[src/hdl/rv_alu_pkg.sv]
`timescale 1ns / 1ps
// Shared types and constants for the RV32IM execute ALU.
// Used by every module of the block; it depends on nothing.
package rv_alu_pkg;

  // Operation codes.
  localparam logic [4:0] OP_OR     = 5'd0;
  localparam logic [4:0] OP_AND    = 5'd1;
  localparam logic [4:0] OP_XOR    = 5'd2;
  localparam logic [4:0] OP_ADD    = 5'd3;
  localparam logic [4:0] OP_SUB    = 5'd4;
  localparam logic [4:0] OP_SLL    = 5'd5;
  localparam logic [4:0] OP_SRL    = 5'd6;
  localparam logic [4:0] OP_SRA    = 5'd7;
  localparam logic [4:0] OP_SLT    = 5'd8;
  localparam logic [4:0] OP_SLTU   = 5'd9;
  localparam logic [4:0] OP_JALR   = 5'd10;
  localparam logic [4:0] OP_MULH   = 5'd11;
  localparam logic [4:0] OP_MULHSU = 5'd12;
  localparam logic [4:0] OP_MULHU  = 5'd13;
  localparam logic [4:0] OP_MUL    = 5'd14;
  localparam logic [4:0] OP_DIVU   = 5'd15;
  localparam logic [4:0] OP_REMU   = 5'd16;
  localparam logic [4:0] OP_DIV    = 5'd17;
  localparam logic [4:0] OP_REM    = 5'd18;
  localparam logic [4:0] OP_BEQ    = 5'd19;
  localparam logic [4:0] OP_BNE    = 5'd20;
  localparam logic [4:0] OP_BLT    = 5'd21;
  localparam logic [4:0] OP_BLTU   = 5'd22;
  localparam logic [4:0] OP_BGE    = 5'd23;
  localparam logic [4:0] OP_BGEU   = 5'd24;

  // Execution classes chosen by the front end.
  localparam logic [1:0] CLS_ALU = 2'd0;
  localparam logic [1:0] CLS_MUL = 2'd1;
  localparam logic [1:0] CLS_DIV = 2'd2;
  localparam logic [1:0] CLS_BR  = 2'd3;

  // Default depth of the queue between front and back.
  localparam int QUEUE_DEPTH = 4;

  typedef struct packed {
    logic [4:0]  op;
    logic [31:0] operand_a;
    logic [31:0] operand_b;
  } in_item_t;

  typedef struct packed {
    logic [31:0] result;
    logic        branch_taken;
  } out_item_t;

  // Classified command passed through the queue.
  typedef struct packed {
    logic [1:0]  cls;
    logic        a_signed;
    logic        b_signed;
    logic [4:0]  op;
    logic [31:0] a;
    logic [31:0] b;
  } cmd_t;

endpackage

[src/hdl/rv_alu_front.sv]
`timescale 1ns / 1ps
// Front end: accepts items and classifies them into commands.
// Depends on rv_alu_pkg.
module rv_alu_front (
  input  logic                 clk,
  input  logic                 rst_n,
  input  logic                 accept,
  input  rv_alu_pkg::in_item_t in_item,
  output logic                 cmd_valid,
  output rv_alu_pkg::cmd_t     cmd
);

  logic             valid_r;
  rv_alu_pkg::cmd_t cmd_r;
  rv_alu_pkg::cmd_t cmd_nxt;

  // Decode class and operand signedness.
  always_comb begin
    cmd_nxt.op = in_item.op;
    cmd_nxt.a  = in_item.operand_a;
    cmd_nxt.b  = in_item.operand_b;
    cmd_nxt.a_signed = (in_item.op == rv_alu_pkg::OP_MULH) ||
                       (in_item.op == rv_alu_pkg::OP_MULHSU) ||
                       (in_item.op == rv_alu_pkg::OP_DIV) ||
                       (in_item.op == rv_alu_pkg::OP_REM);
    cmd_nxt.b_signed = (in_item.op == rv_alu_pkg::OP_MULH) ||
                       (in_item.op == rv_alu_pkg::OP_DIV) ||
                       (in_item.op == rv_alu_pkg::OP_REM);
    if (in_item.op inside {[rv_alu_pkg::OP_MULH:rv_alu_pkg::OP_MUL]}) begin
      cmd_nxt.cls = rv_alu_pkg::CLS_MUL;
    end else if (in_item.op inside {[rv_alu_pkg::OP_DIVU:rv_alu_pkg::OP_REM]}) begin
      cmd_nxt.cls = rv_alu_pkg::CLS_DIV;
    end else if (in_item.op inside {[rv_alu_pkg::OP_BEQ:rv_alu_pkg::OP_BGEU]}) begin
      cmd_nxt.cls = rv_alu_pkg::CLS_BR;
    end else begin
      cmd_nxt.cls = rv_alu_pkg::CLS_ALU;
    end
  end

  // Command register feeding the queue.
  always_ff @(posedge clk) begin
    if (!rst_n) begin
      valid_r <= 1'b0;
    end else begin
      valid_r <= accept;
    end
    if (accept) begin
      cmd_r <= cmd_nxt;
    end
  end

  assign cmd_valid = valid_r;
  assign cmd       = cmd_r;

endmodule

[config.mk]
export PLATFORM = sky130hd
export DESIGN_NAME = rv_alu_front
export DESIGN_NICKNAME = d
export VERILOG_FILES = /design/src/hdl/rv_alu_pkg.sv /design/src/hdl/rv_alu_front.sv
export SDC_FILE = /design/constraint.sdc
export NUM_CORES = 1
export LEC_CHECK = 0
export ABC_AREA = 1
export BUFFER_PORTS_ARGS = -buffer_cell sky130_fd_sc_hd__buf_2
export CAP_MARGIN = 0
export CORE_ASPECT_RATIO = 1.4
export CORE_MARGIN = 2
export CORE_UTILIZATION = 44
export CTS_BUF_LIST = sky130_fd_sc_hd__clkbuf_4
export DETAILED_ROUTE_END_ITERATION = 10
export GPL_ROUTABILITY_DRIVEN = 1
export PLACE_DENSITY = 0.79
export SLEW_MARGIN = 40
export SYNTH_ARGS = -nofsm -noshare
export SYNTH_HDL_FRONTEND = slang
export SYNTH_SLANG_ARGS = --single-unit
[constraint.sdc]
create_clock -name clk -period 0.8 [get_ports clk]
set_input_delay 0 -clock clk [delete_from_list [all_inputs] [get_ports clk]]
set_output_delay 0 -clock clk [all_outputs]
set_load 0.02 [all_outputs]
==> summary.md, run 1 <==
| Metric | Value |
|---|---|
| Router iterations before antenna repair | 4 |
| Finish-stage setup viols | 76 |
| Vias in the first global route | between 2000 and 2500 |
| Final core utilization | a little under nine tenths |
| Post-route setup slack | -0.196 ns |
| Fillcell total | 253 |
| Global-route wire length before repair | between 9 and 10 mm |
| TNS Setup | -11.02 ns |
| Type of the worst min-delay path | in2reg |
| Leak | 1.91 nW |
| Die area | 5950 um2 |
| DRC viols | 0 |
| RSZ-0062 raised after global routing | yes |
| Top-count cell post-synth | edfxtp_1 |
| Antenna-violating nets left | 0 |
| TritonCTS Buffers | 9 |
| Synth warn | 0 |
| Initial antenna violation count | 0 |
| Worst-path cell chain | buf_6 |
| FP Rows | 31 |
| # IOs | approximately 150 |
| Number of H-tree levels | 3 |
| Post-CTS Setup Repair Bufs | 0 |
| Hold Worst Slack | 0.0924 ns |
| Placed insts | approximately 320 |
| PortBufs | 145 |
| Commonest register cell after synthesis | edfxtp_1 |
| Cells after Synth | 106 |
| Layout net count | 407 |
| EDFF count, synth | 73 |
| CTS root buf | clkbuf_4 |
| Vias | between 1500 and 2000 |
| Commonest cells post-synth | 73 x edfxtp_1, 16 x nand2_1, 6 x inv_1 |
| Worst EP required | ~0.80 ns |
| Final Hold Viols | 0 |
| Design area | approximately 4400 um2 |
| Die W | roughly 66 um |
| Cell Pwr Density | 1870 nW/um2 |
| Minimum clock period | 0.996 ns |
| Buf/Inv on CP | 1 |
| #FFs+latches synth | 74 |
| Relative slew slack | a little over four fifths |
| Number of clock sinks | 74 |
| Drt wl/cell | 17.4 um |
| Remaining global-route overflow | 0 |
| Power, Total | ~8 mW |
| CTS tree | built |
| Slew Viols, Final | 0 |
| Non-Filler Instances | a little over 400 |
| Via density per instance | 4.65 |
| Async set or reset register ratio after synthesis | 0% |
| Register area share after synthesis | 94.2% |
| Synth-to-Final Area Change | 87.6% |
| Max Fclk | 1.00 GHz |
| Layout cells sized above 1 | 48.5% |
| Inserted Diodes | 0 |
| Die height | 90.4 um |
| Fin crit share | 124% |
| CP max-delay cell | edfxtp_1 |
| Core area | 5160 um2 |
| CP max stage delay | 0.44 ns |
| Cell area after synthesis | 2350 um2 |
| Top delay family on crit path | flip-flops |
| Worst VDD drop | 1.39 mV |
| DR iter-0 viols | roughly 140 |
| Total GRT Usage | between 20% and 30% |
| CP Capture Type | primary output |
| Syn_nets | around 180 |
| Max cap viols | 0 |
| Synthesized area per cell | 22.2 um2 |
| Distinct cells, synth | 10 |
| Top cells by area, synth | edfxtp_1 93%, nand2_1 2.6%, inv_1 0.96% |
| Pre-CTS setup slack | roughly 0.045 ns |
| Final wirelength | between 7 and 8 mm |
| Largest net degree at the start of global routing | 40 |
| GP Congestion | slightly below 0.8 |
| Initial Util | 45.5% |
| Cell taking the most area after synthesis | edfxtp_1 |
| Setup CP Type | reg2out |
| Post-DP HPWL | about 4 mm |
| Status | finished, violations left |
| Least-Margin Pin Slew | 0.234 ns |
| Placed cell area | 3200 um2 |
| Worst Path Max Fanout | 1 |
| Clock transition at path regs | 0.12 ns |
| Failing checks | setup timing |
| Top cell type's share of synthesized area | between 90% and 100% |
| Crit path DAT | 1.00 ns |
| Crit path launch type | register |
| Max clock buf depth | 2 |
[power breakdown]
group          switching [mW]  internal (mW)
clock                    1.23          0.649
sequential              0.147           4.60
combinational           0.750          0.861
total                    2.13           6.11
[logic make-up (layout without fill, tap and decap cells)]
| group | after synthesis | count (layout) | share of synthesized area [%] |
|---|---|---|---|
| flops | 74 | 74 | 94.2 |
| simple gates | 25 | 25 | 4.64 |
| buf+inv | 6 | 240 | 0.959 |
| compound gates | 1 | 1 | 0.213 |
[path summary, 6_finish.rpt]
path,cells past startpoint,end,slack [ns],from
setup / recovery,1,cmd[4],-0.20,cmd[4]$_DFFE_PP_
hold / removal,4,cmd_valid$_SDFF_PN0_,0.09,accept
[final cells by class]
class / count / area [um2] / area share, %
Clock inverter: 6 / 33.8 / 0.767
Multi-Input combinational cell: 26 / 114 / 2.58
Timing Repair Buffer: 218 / 1860 / 42.3
Tap cell: 66 / 82.6 / 1.87
Clock buffer: 10 / 75.1 / 1.70
Sequential cell: 74 / 2210 / 50.2
Inverter: 6 / 22.5 / 0.511
[sequential cells by signal (all words and copies together) (netlist names)]
| register | count |
|---|---|
| cmd | 73 |
| cmd_valid | 1 |
[metal layers]
metal  wire length, um  vias up  GRT usage (%)
met1              2240      924           22.5
li1                  -      858              -
met4               227        0           11.1
met3               370       19           7.48
met5                 0        -              0
met2              4250       86           43.7
[layout by cell type (no fill, tap or decap)]
cell            n
clkinv_2        2
buf_2          83
dfxtp_2         1
clkinv_1        2
clkbuf_4       10
nand2_1        16
nand3_2         1
inv_1           6
edfxtp_1       73
a21oi_1         1
nor2_2          1
nor2_1          3
clkinvlp_4      1
clkinv_4        1
dlygate4sd3_1  71
nand2_2         1
buf_6          62
buf_12          2
nand3_1         3
[timing repair]
item                                    4_1_cts  5_1_grt
hold buffers                                 70        1
hold endpoints to repair                     72        1
endpoints found under the setup margin       74       74
gates resized for setup                      47       78
(Power assumes the default switching activity.)
==> inputs of run 2 (changes only) <==
--- a/config.mk
+++ b/config.mk
@@ -15,6 +15,7 @@
 export DETAILED_ROUTE_END_ITERATION = 10
 export GPL_ROUTABILITY_DRIVEN = 1
 export PLACE_DENSITY = 0.79
+export RECOVER_POWER = 25
 export SLEW_MARGIN = 40
 export SYNTH_ARGS = -nofsm -noshare
 export SYNTH_HDL_FRONTEND = slang
==> run 2 against run 1 <==
The run still ends with setup timing left. Core utilization decreased by 0.56 points. Die area unchanged. Sequential share of layout area increased by 0.33 points. Global-route usage unchanged. Non-clock buffer count unchanged. Cell area decreased by 0.65%. Critical endpoint is now cmd[57].
==> summary.md, run 2 (synthesis gave the netlist of run 1 again) <==
| Metric | Value |
|---|---|
| Global-route wire length before repair | 9.90 mm (unchanged) |
| Most common cell after layout, fill and taps aside | buf_2 |
| Via density per instance | 4.62 (-0.53%) |
| Power, Total | 8.22 mW (-0.30%) |
| Router iterations before antenna repair | 4 (unchanged) |
| Remaining global-route overflow | 0 (unchanged) |
| Fin crit share | 124% (-0.24 points) |
| Total GRT Usage | 23.6% (unchanged) |
| Core area | 5160 um2 (unchanged) |
| Die height | 90.4 um (unchanged) |
| Worst Path Max Fanout | 1 (unchanged) |
| Worst EP required | 0.80 ns (about the same) |
| PortBufs | 145 (unchanged) |
| Initial antenna violation count | 0 (unchanged) |
| Leak | 1.90 nW (-0.68%) |
| Worst VDD drop | 1.40 mV (+0.17%) |
| Number of clock sinks | 74 (unchanged) |
| CP max-delay cell | edfxtp_1 |
| DRC viols | 0 (unchanged) |
| Failing checks | setup timing |
| Vias in the first global route | 2016 (unchanged) |
| Finish-stage setup viols | 75 (-1.3%) |
| DR iter-0 viols | 162 (+13%) |
| Final Hold Viols | 0 (unchanged) |
| Final wirelength | 7.02 mm (-0.92%) |
| Most frequent cells in the layout | 83 x buf_2, 73 x edfxtp_1, 71 x dlygate4sd3_1, 62 x buf_6, 16 x nand2_1 |
| Buf/Inv on CP | 1 (unchanged) |
| CTS root buf | clkbuf_4 |
| Synth-to-Final Area Change | 86.4% |
| Largest net degree at the start of global routing | 40 (unchanged) |
| TritonCTS Buffers | 9 (unchanged) |
| Drt wl/cell | 17.3 um (-0.92%) |
| Die W | 65.7 um (unchanged) |
| # IOs | 146 (unchanged) |
| Crit path launch type | register |
| Placed insts | 319 (unchanged) |
| Slew Viols, Final | 0 (unchanged) |
| GP Congestion | 0.776 (unchanged) |
| Die area | 5950 um2 (unchanged) |
| Non-Filler Instances | 406 (unchanged) |
| CP Capture Type | primary output |
| Max cap viols | 0 (unchanged) |
| Relative slew slack | 50.6% (-34 points) |
| Post-DP HPWL | 3.98 mm (unchanged) |
| Minimum clock period | 0.994 ns (-0.00192 ns) |
| Type of the worst min-delay path | in2reg |
| Post-route setup slack | -0.194 ns (+0.00192 ns) |
| Max Fclk | 1.01 GHz (+0.19%) |
| Setup CP Type | reg2out |
| Top delay family on crit path | flip-flops |
| FP Rows | 31 (unchanged) |
| Vias | 1877 (-0.53%) |
| Layout cells sized above 1 | 48.2% (-0.29 points) |
| Number of H-tree levels | 3 (unchanged) |
| Least-Margin Pin Slew | 0.741 ns (+0.507 ns) |
| RSZ-0062 raised after global routing | yes |
| Max clock buf depth | 2 (unchanged) |
| Inserted Diodes | 0 (unchanged) |
| Crit path DAT | 0.99 ns (about the same) |
| Status | finished, violations left |
| Layout net count | 407 (unchanged) |
| Clock transition at path regs | 0.11 ns (about the same) |
| Largest register FFs | 73 (unchanged) |
| Antenna-violating nets left | 0 (unchanged) |
| Initial Util | 45.5% (unchanged) |
| CP max stage delay | 0.44 ns (about the same) |
| CTS tree | built |
| Worst-path cell chain | buf_6 |
| Cell Pwr Density | 1880 nW/um2 (+0.36%) |
run 2: cell count changes in the layout (fill, tap and decap cells not counted), sizes merged:
cell,previous run,this run
clkbuf,10,12
buf,147,145
run 2: per-stage QoR:
| step | util [%] | hold WS, ns | instance area (um2) | TNS (ns) | setup slack, ns |
|---|---|---|---|---|---|
| 4_1_cts | 80.5 | 0.00885 | 4150 | -12.06 | -0.211 |
| 6_report | 84.8 | 0.109 | 4380 | -10.77 | -0.194 |
| 2_1_floorplan | - | 0.0935 | 2350 | 0 | 0.226 |
| 5_1_grt | 84.8 | 0.0922 | 4380 | -15.66 | -0.264 |
| 3_3_place_gp | 62.0 | 0.176 | 3200 | 0 | 0.0602 |
| 3_5_place_dp | 62.0 | 0.178 | 3200 | 0 | 0.0453 |
run 2: final cells by class:
type,instances,area (um2)
Sequential cell,74,2210
Timing Repair Buffer,218,1840
Fill cell,255,782
Multi-Input combinational cell,26,114
Tap cell,66,82.6
Clock buffer,10,75.1
Clock inverter,6,33.8
Inverter,6,22.5
run 2: worst paths after layout:
| path | from | end | cells past startpoint |
|---|---|---|---|
| setup / recovery | cmd[57]$_DFFE_PP_ | cmd[57] | 1 |
| hold / removal | in_item[66] | cmd[71]$_SDFFCE_PP1P_ | 5 |
run 2: what timing repair did:
item,in CTS,in global routing
hold buffers,70,1
endpoints found under the hold margin,72,1
resized for setup,47,78
buffers inserted,0,0
setup endpoints to repair,74,74
run 2: report_power, final:
group,switching (mW),internal (mW),total (mW)
registers,0.147,4.61,4.75
clock network,1.23,0.649,1.88
logic,0.744,0.844,1.59
run 2: metal layers:
layer | GRT usage, % | part of all wire, % | wire (um)
met5 | 0 | 0 | 0
met4 | 11.1 | 3.2 | 227
met3 | 7.48 | 5.3 | 373
met2 | 43.7 | 60 | 4230
met1 | 22.5 | 31 | 2180
