**src/hdl/rv_alu_pkg.sv**
```systemverilog
`timescale 1ns / 1ps
// Shared types and constants for the RV32IM execute ALU.
// Used by every module of the block; it depends on nothing.
package rv_alu_pkg;

  // Operation codes.
  localparam logic [4:0] OP_OR     = 5'd0;
  localparam logic [4:0] OP_AND    = 5'd1;
  localparam logic [4:0] OP_XOR    = 5'd2;
  localparam logic [4:0] OP_ADD    = 5'd3;
  localparam logic [4:0] OP_SUB    = 5'd4;
  localparam logic [4:0] OP_SLL    = 5'd5;
  localparam logic [4:0] OP_SRL    = 5'd6;
  localparam logic [4:0] OP_SRA    = 5'd7;
  localparam logic [4:0] OP_SLT    = 5'd8;
  localparam logic [4:0] OP_SLTU   = 5'd9;
  localparam logic [4:0] OP_JALR   = 5'd10;
  localparam logic [4:0] OP_MULH   = 5'd11;
  localparam logic [4:0] OP_MULHSU = 5'd12;
  localparam logic [4:0] OP_MULHU  = 5'd13;
  localparam logic [4:0] OP_MUL    = 5'd14;
  localparam logic [4:0] OP_DIVU   = 5'd15;
  localparam logic [4:0] OP_REMU   = 5'd16;
  localparam logic [4:0] OP_DIV    = 5'd17;
  localparam logic [4:0] OP_REM    = 5'd18;
  localparam logic [4:0] OP_BEQ    = 5'd19;
  localparam logic [4:0] OP_BNE    = 5'd20;
  localparam logic [4:0] OP_BLT    = 5'd21;
  localparam logic [4:0] OP_BLTU   = 5'd22;
  localparam logic [4:0] OP_BGE    = 5'd23;
  localparam logic [4:0] OP_BGEU   = 5'd24;

  // Execution classes chosen by the front end.
  localparam logic [1:0] CLS_ALU = 2'd0;
  localparam logic [1:0] CLS_MUL = 2'd1;
  localparam logic [1:0] CLS_DIV = 2'd2;
  localparam logic [1:0] CLS_BR  = 2'd3;

  // Default depth of the queue between front and back.
  localparam int QUEUE_DEPTH = 4;

  typedef struct packed {
    logic [4:0]  op;
    logic [31:0] operand_a;
    logic [31:0] operand_b;
  } in_item_t;

  typedef struct packed {
    logic [31:0] result;
    logic        branch_taken;
  } out_item_t;

  // Classified command passed through the queue.
  typedef struct packed {
    logic [1:0]  cls;
    logic        a_signed;
    logic        b_signed;
    logic [4:0]  op;
    logic [31:0] a;
    logic [31:0] b;
  } cmd_t;

endpackage

```
**src/hdl/rv_alu_queue.sv**
```systemverilog
`timescale 1ns / 1ps
// Small command queue between the front end and the execution back end.
// Depends on rv_alu_pkg.
module rv_alu_queue #(
  parameter int DEPTH = rv_alu_pkg::QUEUE_DEPTH
) (
  input  logic                     clk,
  input  logic                     rst_n,
  input  logic                     push,
  input  rv_alu_pkg::cmd_t         push_cmd,
  input  logic                     pop,
  output logic                     not_empty,
  output rv_alu_pkg::cmd_t         head_cmd,
  output logic [$clog2(DEPTH+1)-1:0] count
);

  localparam int PW = (DEPTH > 1) ? $clog2(DEPTH) : 1;
  localparam int CW = $clog2(DEPTH + 1);

  rv_alu_pkg::cmd_t mem_r [DEPTH];
  logic [PW-1:0]    wr_ptr_r, wr_ptr_nxt;
  logic [PW-1:0]    rd_ptr_r, rd_ptr_nxt;
  logic [CW-1:0]    count_r, count_nxt;
  logic             do_pop;

  assign do_pop = pop && (count_r != '0);

  // Pointer wrap and occupancy.
  always_comb begin
    wr_ptr_nxt = wr_ptr_r;
    rd_ptr_nxt = rd_ptr_r;
    count_nxt  = count_r;
    if (push) begin
      wr_ptr_nxt = (wr_ptr_r == PW'(DEPTH - 1)) ? '0 : wr_ptr_r + 1'b1;
    end
    if (do_pop) begin
      rd_ptr_nxt = (rd_ptr_r == PW'(DEPTH - 1)) ? '0 : rd_ptr_r + 1'b1;
    end
    if (push && !do_pop) begin
      count_nxt = count_r + 1'b1;
    end else if (!push && do_pop) begin
      count_nxt = count_r - 1'b1;
    end
  end

  always_ff @(posedge clk) begin
    if (!rst_n) begin
      wr_ptr_r <= '0;
      rd_ptr_r <= '0;
      count_r  <= '0;
    end else begin
      wr_ptr_r <= wr_ptr_nxt;
      rd_ptr_r <= rd_ptr_nxt;
      count_r  <= count_nxt;
    end
    if (push) begin
      mem_r[wr_ptr_r] <= push_cmd;
    end
  end

  assign not_empty = (count_r != '0);
  assign head_cmd  = mem_r[rd_ptr_r];
  assign count     = count_r;

endmodule

```
**config.mk**
```make
export PLATFORM = sky130hd
export DESIGN_NAME = rv_alu_queue
export DESIGN_NICKNAME = d
export VERILOG_FILES = /design/src/hdl/rv_alu_pkg.sv /design/src/hdl/rv_alu_queue.sv
export SDC_FILE = /design/constraint.sdc
export NUM_CORES = 1
export LEC_CHECK = 0
export ABC_AREA = 1
export BUFFER_PORTS_ARGS = -buffer_cell sky130_fd_sc_hd__buf_2
export CAP_MARGIN = 10
export CORE_ASPECT_RATIO = 1.1
export CORE_MARGIN = 2
export CORE_UTILIZATION = 50
export CTS_CLUSTER_SIZE = 24
export DETAILED_ROUTE_END_ITERATION = 16
export HOLD_SLACK_MARGIN = 0.12
export MAX_ROUTING_LAYER = met4
export PLACE_DENSITY = 0.78
export SLEW_MARGIN = 20
export SYNTH_ARGS = -nofsm -noshare
export SYNTH_HDL_FRONTEND = slang
export SYNTH_SLANG_ARGS = --single-unit
```
**constraint.sdc**
```tcl
create_clock -name clk -period 3.8 [get_ports clk]
set_clock_uncertainty 0.2 [all_clocks]
set_input_delay 0.76 -clock clk [delete_from_list [all_inputs] [get_ports clk]]
set_output_delay 0.76 -clock clk [all_outputs]
set_load 0.05 [all_outputs]
```
==> results.py, run 1 <==
metrics = {
    "outcome": {
        "status": "completed",
    },
    "sta": {
        "hold-worst-slack_ns": 0.239,
        "slew_headroom_pct": 47.5,
        "rsz0062_at_grt": "false",
        "setup_slack_ns": 0.373,
        "max_freq_ghz": 0.292,
        "fin_crit_ns": 3.43,
        "slew_viol_final": 0,
        "setup_viol": 0,
        "worst_pin_slew_ns": 0.787,
        "hold_viol": 0,
        "fin_tns_setup_ns": 0,
        "finalCritPeriodShare_pct": 90.2,
    },
    "synthesis": {
        "synthCells": 769,
        "async_reset_ff_share_pct": 0,
        "synth.yosys.seq_area_share_pct": 79.1,
        "ys_ff_latch": 301,
        "ys_types": 23,
        "synth-edff-count": 292,
        "avgSynthCellArea_sq_um": 14.7,
        "yosysWarnings": 0,
        "ys.flop_type": "edfxtp_1",
        "syn-num-nets": 853,
        "synth.cell_area_sq_um": 11300,
    },
    "min_path": {
        "hold_start": "push_cmd[36]",
        "holdPathEnd": "mem_r[1][36]",
        "hold_depth": 1,
        "hold_path.class": "in -> reg",
    },
    "pwr": {
        "powerDensity_nw_per_um2": 761,
        "leakage_nw": 4.62,
        "p_total_mw": 9.98,
        "peakVddDrop_mv": 0.576,
    },
    "setup_path": {
        "r2r_cells": 5,
        "worst_r2r_endpoint": "mem_r[0][5]",
        "regToRegSetupSlack_ns": 1.52,
        "worst-path-max-fanout": 53,
        "path_class": "reg -> out",
        "critPathLaunchType": "flip-flop",
        "arrival_ns": 2.47,
        "cp-end-kind": "output pin",
        "r2r-start": "wr_ptr_r[0]",
        "worstPathRequired_ns": 2.84,
    },
    "place": {
        "gp_congestion": 0.782,
        "postPlaceCellArea_sq_um": 12300,
        "place_ws_ns": 0.921,
        "placed_cells": 1185,
        "hpwl_um": 13500,
        "io_buffer_count": 153,
    },
    "drt": {
        "drt-initial-drc-count": 460,
        "vias": 6809,
        "wire_per_inst_um": 18.6,
        "firstDrtPassIters": 5,
        "vias_per_cell": 5.49,
        "drc": 0,
        "antenna_left": 0,
        "routed_wl_um": 23100,
    },
    "floorplanning": {
        "io-pin-count": 154,
        "dieWidth_um": 147,
        "fp-row-count": 57,
        "die_y_um": 162,
        "core_sq_um": 22200,
        "start_util_pct": 51.0,
        "die_area_sq_um": 23800,
    },
    "final_layout": {
        "utilization_pct": 59.1,
        "area_growth_pct": 16.0,
        "fin_cells": 1241,
        "final_layout_size_suffix_gt1_share_pct": 22.4,
        "nFillCells": 1728,
        "stdcell_area_sq_um": 13100,
        "finish.net_count": 1005,
    },
    "clocking": {
        "cts_tree": "built",
        "cts.sinks": 301,
        "holdBufCountCts": 0,
        "clock_path_buffers": 3,
        "clk_latency_ns": 0.53,
        "cts_resized": 0,
        "clkSlewWorstSetupHoldPaths_ns": 0.06,
        "cts_buffers": 29,
        "cts_root_buf": "clkbuf_16",
        "cts_max_level": 1,
        "cts_setup_buffers": 0,
    },
    "grt": {
        "grt_pass1_wl_um": 36000,
        "grt_use_total_pct": 19.8,
        "first_global_vias": 6960,
        "antenna_found_initial": 3,
        "grt-ovfl-total": 0,
        "grt_start_max_net_pins": 74,
    },
    "flow_run": {
        "drv_cap": 0,
    },
}
-- worst max path at each step --
stage                    from           end  slack [ns]  cells after the start
floorplan                push   mem_r[3][0]        0.96                      2
detailed placement  flip-flop   head_cmd[8]        0.92                      5
global placement    flip-flop  head_cmd[63]        0.94                      4
global route        flip-flop   head_cmd[3]        0.21                      5
CTS                 flip-flop   head_cmd[4]        0.35                      5
finish              flip-flop   head_cmd[4]        0.37                      5
-- power by group --
| group | internal [mW] | switching [mW] |
|---|---|---|
| clock | 1.39 | 1.12 |
| combinational | 0.769 | 2.80 |
| sequential | 3.82 | 0.0825 |
-- worst max-delay path, stage by stage, from the launching register on --
cell,delay (ns)
dfxtp_4,0.44
inv_4,0.45
buf_4,0.40
nor2_1,0.08
o22ai_1,0.22
buf_2,0.30
-- area by class of cell --
| cell class | count | area (sq um) | share of cell area [%] |
|---|---|---|---|
| Antenna cell | 4 | 10.0 | 0.0763 |
| Clock buffer | 36 | 752 | 5.73 |
| Clock inverter | 16 | 73.8 | 0.563 |
| Inverter | 16 | 67.6 | 0.515 |
| Multi-Input combinational cell | 405 | 1970 | 15.1 |
| Sequential cell | 301 | 8950 | 68.3 |
| Tap cell | 295 | 369 | 2.81 |
| Timing Repair Buffer | 168 | 916 | 6.98 |
-- sequential cells by signal (all words and copies together) (netlist names), named ones only --
register and count:
count 3, mem_r 292, rd_ptr_r 2, wr_ptr_r 2
-- cells in the mapped netlist (3+ instances only) --
library cell,count,share of area (%)
ha_1,6,0.66
buf_4,10,0.66
clkbuf_1,16,0.53
o21ai_1,67,3.0
nand2_1,13,0.43
o22ai_1,73,4.0
o21ai_0,81,3.6
inv_1,14,0.46
buf_6,13,1.3
nor2_1,156,5.2
buf_2,4,0.18
edfxtp_1,292,78
a21oi_1,3,0.13
dfxtp_1,9,1.6
clkbuf_2,4,0.18
-- layout by cell type, fill, tap and decap left out, types with 10 or more instances in the layout --
cell,count
buf_2,153
buf_4,12
clkbuf_16,29
clkinv_1,10
edfxtp_1,292
inv_1,10
nand2_1,13
nor2_1,156
o21ai_0,81
o21ai_1,67
o22ai_1,73
-- per-layer routing --
metal	global-route usage, %	vias to the layer above	share of wire [%]	wire length [um]
li1	-	3204	-	-
met1	24.8	3337	41	9400
met2	33.5	227	50	11600
met3	3.68	41	6.6	1530
met4	5.42	0	2.3	540
met5	-	-	0	0
-- kinds of logic (layout without fill, tap and decap cells) --
| family | Yosys count | in the layout | share of synthesized area, % |
|---|---|---|---|
| compound gates | 224 | 224 | 10.7 |
| simple gates | 173 | 173 | 5.82 |
| xor+xnor | 1 | 1 | 0.0775 |
| buf+inv | 63 | 236 | 3.40 |
| flops | 301 | 301 | 79.1 |
| other cells | 0 | 4 | 0 |
| fa+ha+maj | 7 | 7 | 0.841 |
Note: power is estimated with default switching activity, not from simulation.
==> run 2: changes to the inputs <==
- CORE_UTILIZATION: 50 -> 55
- PLACE_DENSITY: 0.78 -> 0.84
==> results.py, run 2 (same netlist as run 1, synthesis figures left out) <==
metrics = {
    "sta": {
        "finalCritPeriodShare_pct": 87.6,
        "fin_crit_ns": 3.33,
        "slew_headroom_pct": 44.7,
        "slew_viol_final": 0,
        "fin_tns_setup_ns": 0,
        "setup_viol": 0,
        "worst_pin_slew_ns": 0.829,
        "hold_viol": 0,
        "rsz0062_at_grt": "false",
        "max_freq_ghz": 0.300,
    },
    "place": {
        "io_buffer_count": 153,
        "hpwl_um": 12800,
        "gp_congestion": 0.806,
    },
    "clocking": {
        "clock_path_buffers": 3,
        "holdBufCountCts": 0,
        "clk_latency_ns": 0.53,
        "cts_resized": 0,
        "cts_setup_buffers": 0,
        "cts_root_buf": "clkbuf_16",
        "cts.sinks": 301,
        "cts_buffers": 28,
        "clkSlewWorstSetupHoldPaths_ns": 0.06,
        "cts_tree": "built",
        "cts_max_level": 1,
    },
    "final_layout": {
        "utilization_pct": 64.9,
        "area_growth_pct": 16.9,
        "nFillCells": 1437,
        "finish.net_count": 1006,
        "multiInputGateArea_sq_um": 1970,
        "largest_reg_flops": 292,
        "final_layout_size_suffix_gt1_share_pct": 23.2,
        "final_common_cell": "edfxtp_1",
        "regMostFlops": "mem_r",
        "regArea_sq_um": 8950,
        "final_cell_mix": "edfxtp_1, nor2_1, buf_2",
    },
    "min_path": {
        "hold_depth": 1,
        "hold_start": "push_cmd[47]",
        "hold_path.class": "in -> reg",
        "holdPathEnd": "mem_r[0][47]",
    },
    "floorplanning": {
        "fp-row-count": 55,
        "start_util_pct": 55.5,
        "dieWidth_um": 141,
        "die_y_um": 154,
        "core_sq_um": 20400,
        "io-pin-count": 154,
        "die_area_sq_um": 21700,
    },
    "drt": {
        "drt-initial-drc-count": 498,
        "wire_per_inst_um": 18.3,
        "routed_wl_um": 21900,
        "drc": 0,
        "vias": 6752,
        "antenna_left": 0,
        "vias_per_cell": 5.62,
        "firstDrtPassIters": 5,
    },
    "setup_path": {
        "worst-path-max-fanout": 41,
        "regToRegSetupSlack_ns": 1.69,
        "worstPathRequired_ns": 2.84,
        "arrival_ns": 2.37,
        "r2r_cells": 5,
        "critPathLaunchType": "flip-flop",
        "crit_chain": "buf_12, o21ai_0, o22ai_1, buf_2",
        "cpPeakStageDelay_ns": 0.87,
        "slowest_stage": "dfxtp_2",
        "r2r-start": "wr_ptr_r[0]",
        "path_class": "reg -> out",
        "cp-end-kind": "output pin",
        "worst_r2r_endpoint": "mem_r[2][27]",
    },
    "pwr": {
        "p_total_mw": 10.2,
        "powerDensity_nw_per_um2": 772,
        "peakVddDrop_mv": 0.689,
        "leakage_nw": 4.69,
    },
    "flow_run": {
        "drv_cap": 0,
    },
    "grt": {
        "grt_pass1_wl_um": 33500,
        "first_global_vias": 6733,
        "grt-ovfl-total": 0,
        "grt_start_max_net_pins": 89,
        "antenna_found_initial": 2,
        "grt_use_total_pct": 20.3,
    },
    "outcome": {
        "status": "completed",
    },
}
==> run 2: worst max-delay path, delay by kind of cell, from the launching register on <==
family | cells | cell delay [ns]
AO/OA/AOI/OAI | 2 | 0.36
flip-flops | 1 | 0.87
buffers and inverters | 2 | 0.57
==> run 2: power breakdown <==
part | total [mW] | internal [mW] | switching (mW)
Clock | 2.72 | 1.60 | 1.12
Combinational | 3.57 | 0.798 | 2.77
Sequential | 3.92 | 3.82 | 0.105
Total | 10.2 | 6.21 | 4.00
==> run 2: cell type report <==
| type | instances | share of cell area (%) |
|---|---|---|
| multi-input cells | 405 | 14.9 |
| well taps | 256 | 2.42 |
| repair buffers | 170 | 7.42 |
| flip-flops and latches | 301 | 67.7 |
| clock inverters | 19 | 1.37 |
| diodes | 2 | 0.0379 |
| clock buffers | 32 | 5.57 |
| inverters | 16 | 0.511 |
==> run 2: worst max path at each step <==
stage	startpoint	endpoint	slack [ns]
floorplan	push	mem_r[3][0]	0.96
detailed placement	flip-flop	head_cmd[2]	1.02
global route	flip-flop	head_cmd[2]	0.31
global placement	flip-flop	head_cmd[63]	1.01
finish	flip-flop	head_cmd[17]	0.47
CTS	flip-flop	head_cmd[2]	0.40
==> run 2: routing by layer <==
metal	vias to the layer above	global-route usage [%]	share of wire, %
met1	3268	24.2	39
met4	0	7.00	2.3
met5	-	-	0
li1	3194	-	-
met3	38	3.41	7.2
met2	252	35.2	51
==> run 2: stage by stage <==
stage	setup WS [ns]	hold slack (ns)	cells	cell area (sq um)
floorplan	0.961	0.283	769	11300
global placement	1.01	0.316	1148	12300
detailed placement	1.02	0.322	1148	12300
CTS	0.401	0.225	1199	13200
global route	0.314	0.229	1201	13200
finish	0.471	0.241	1201	13200
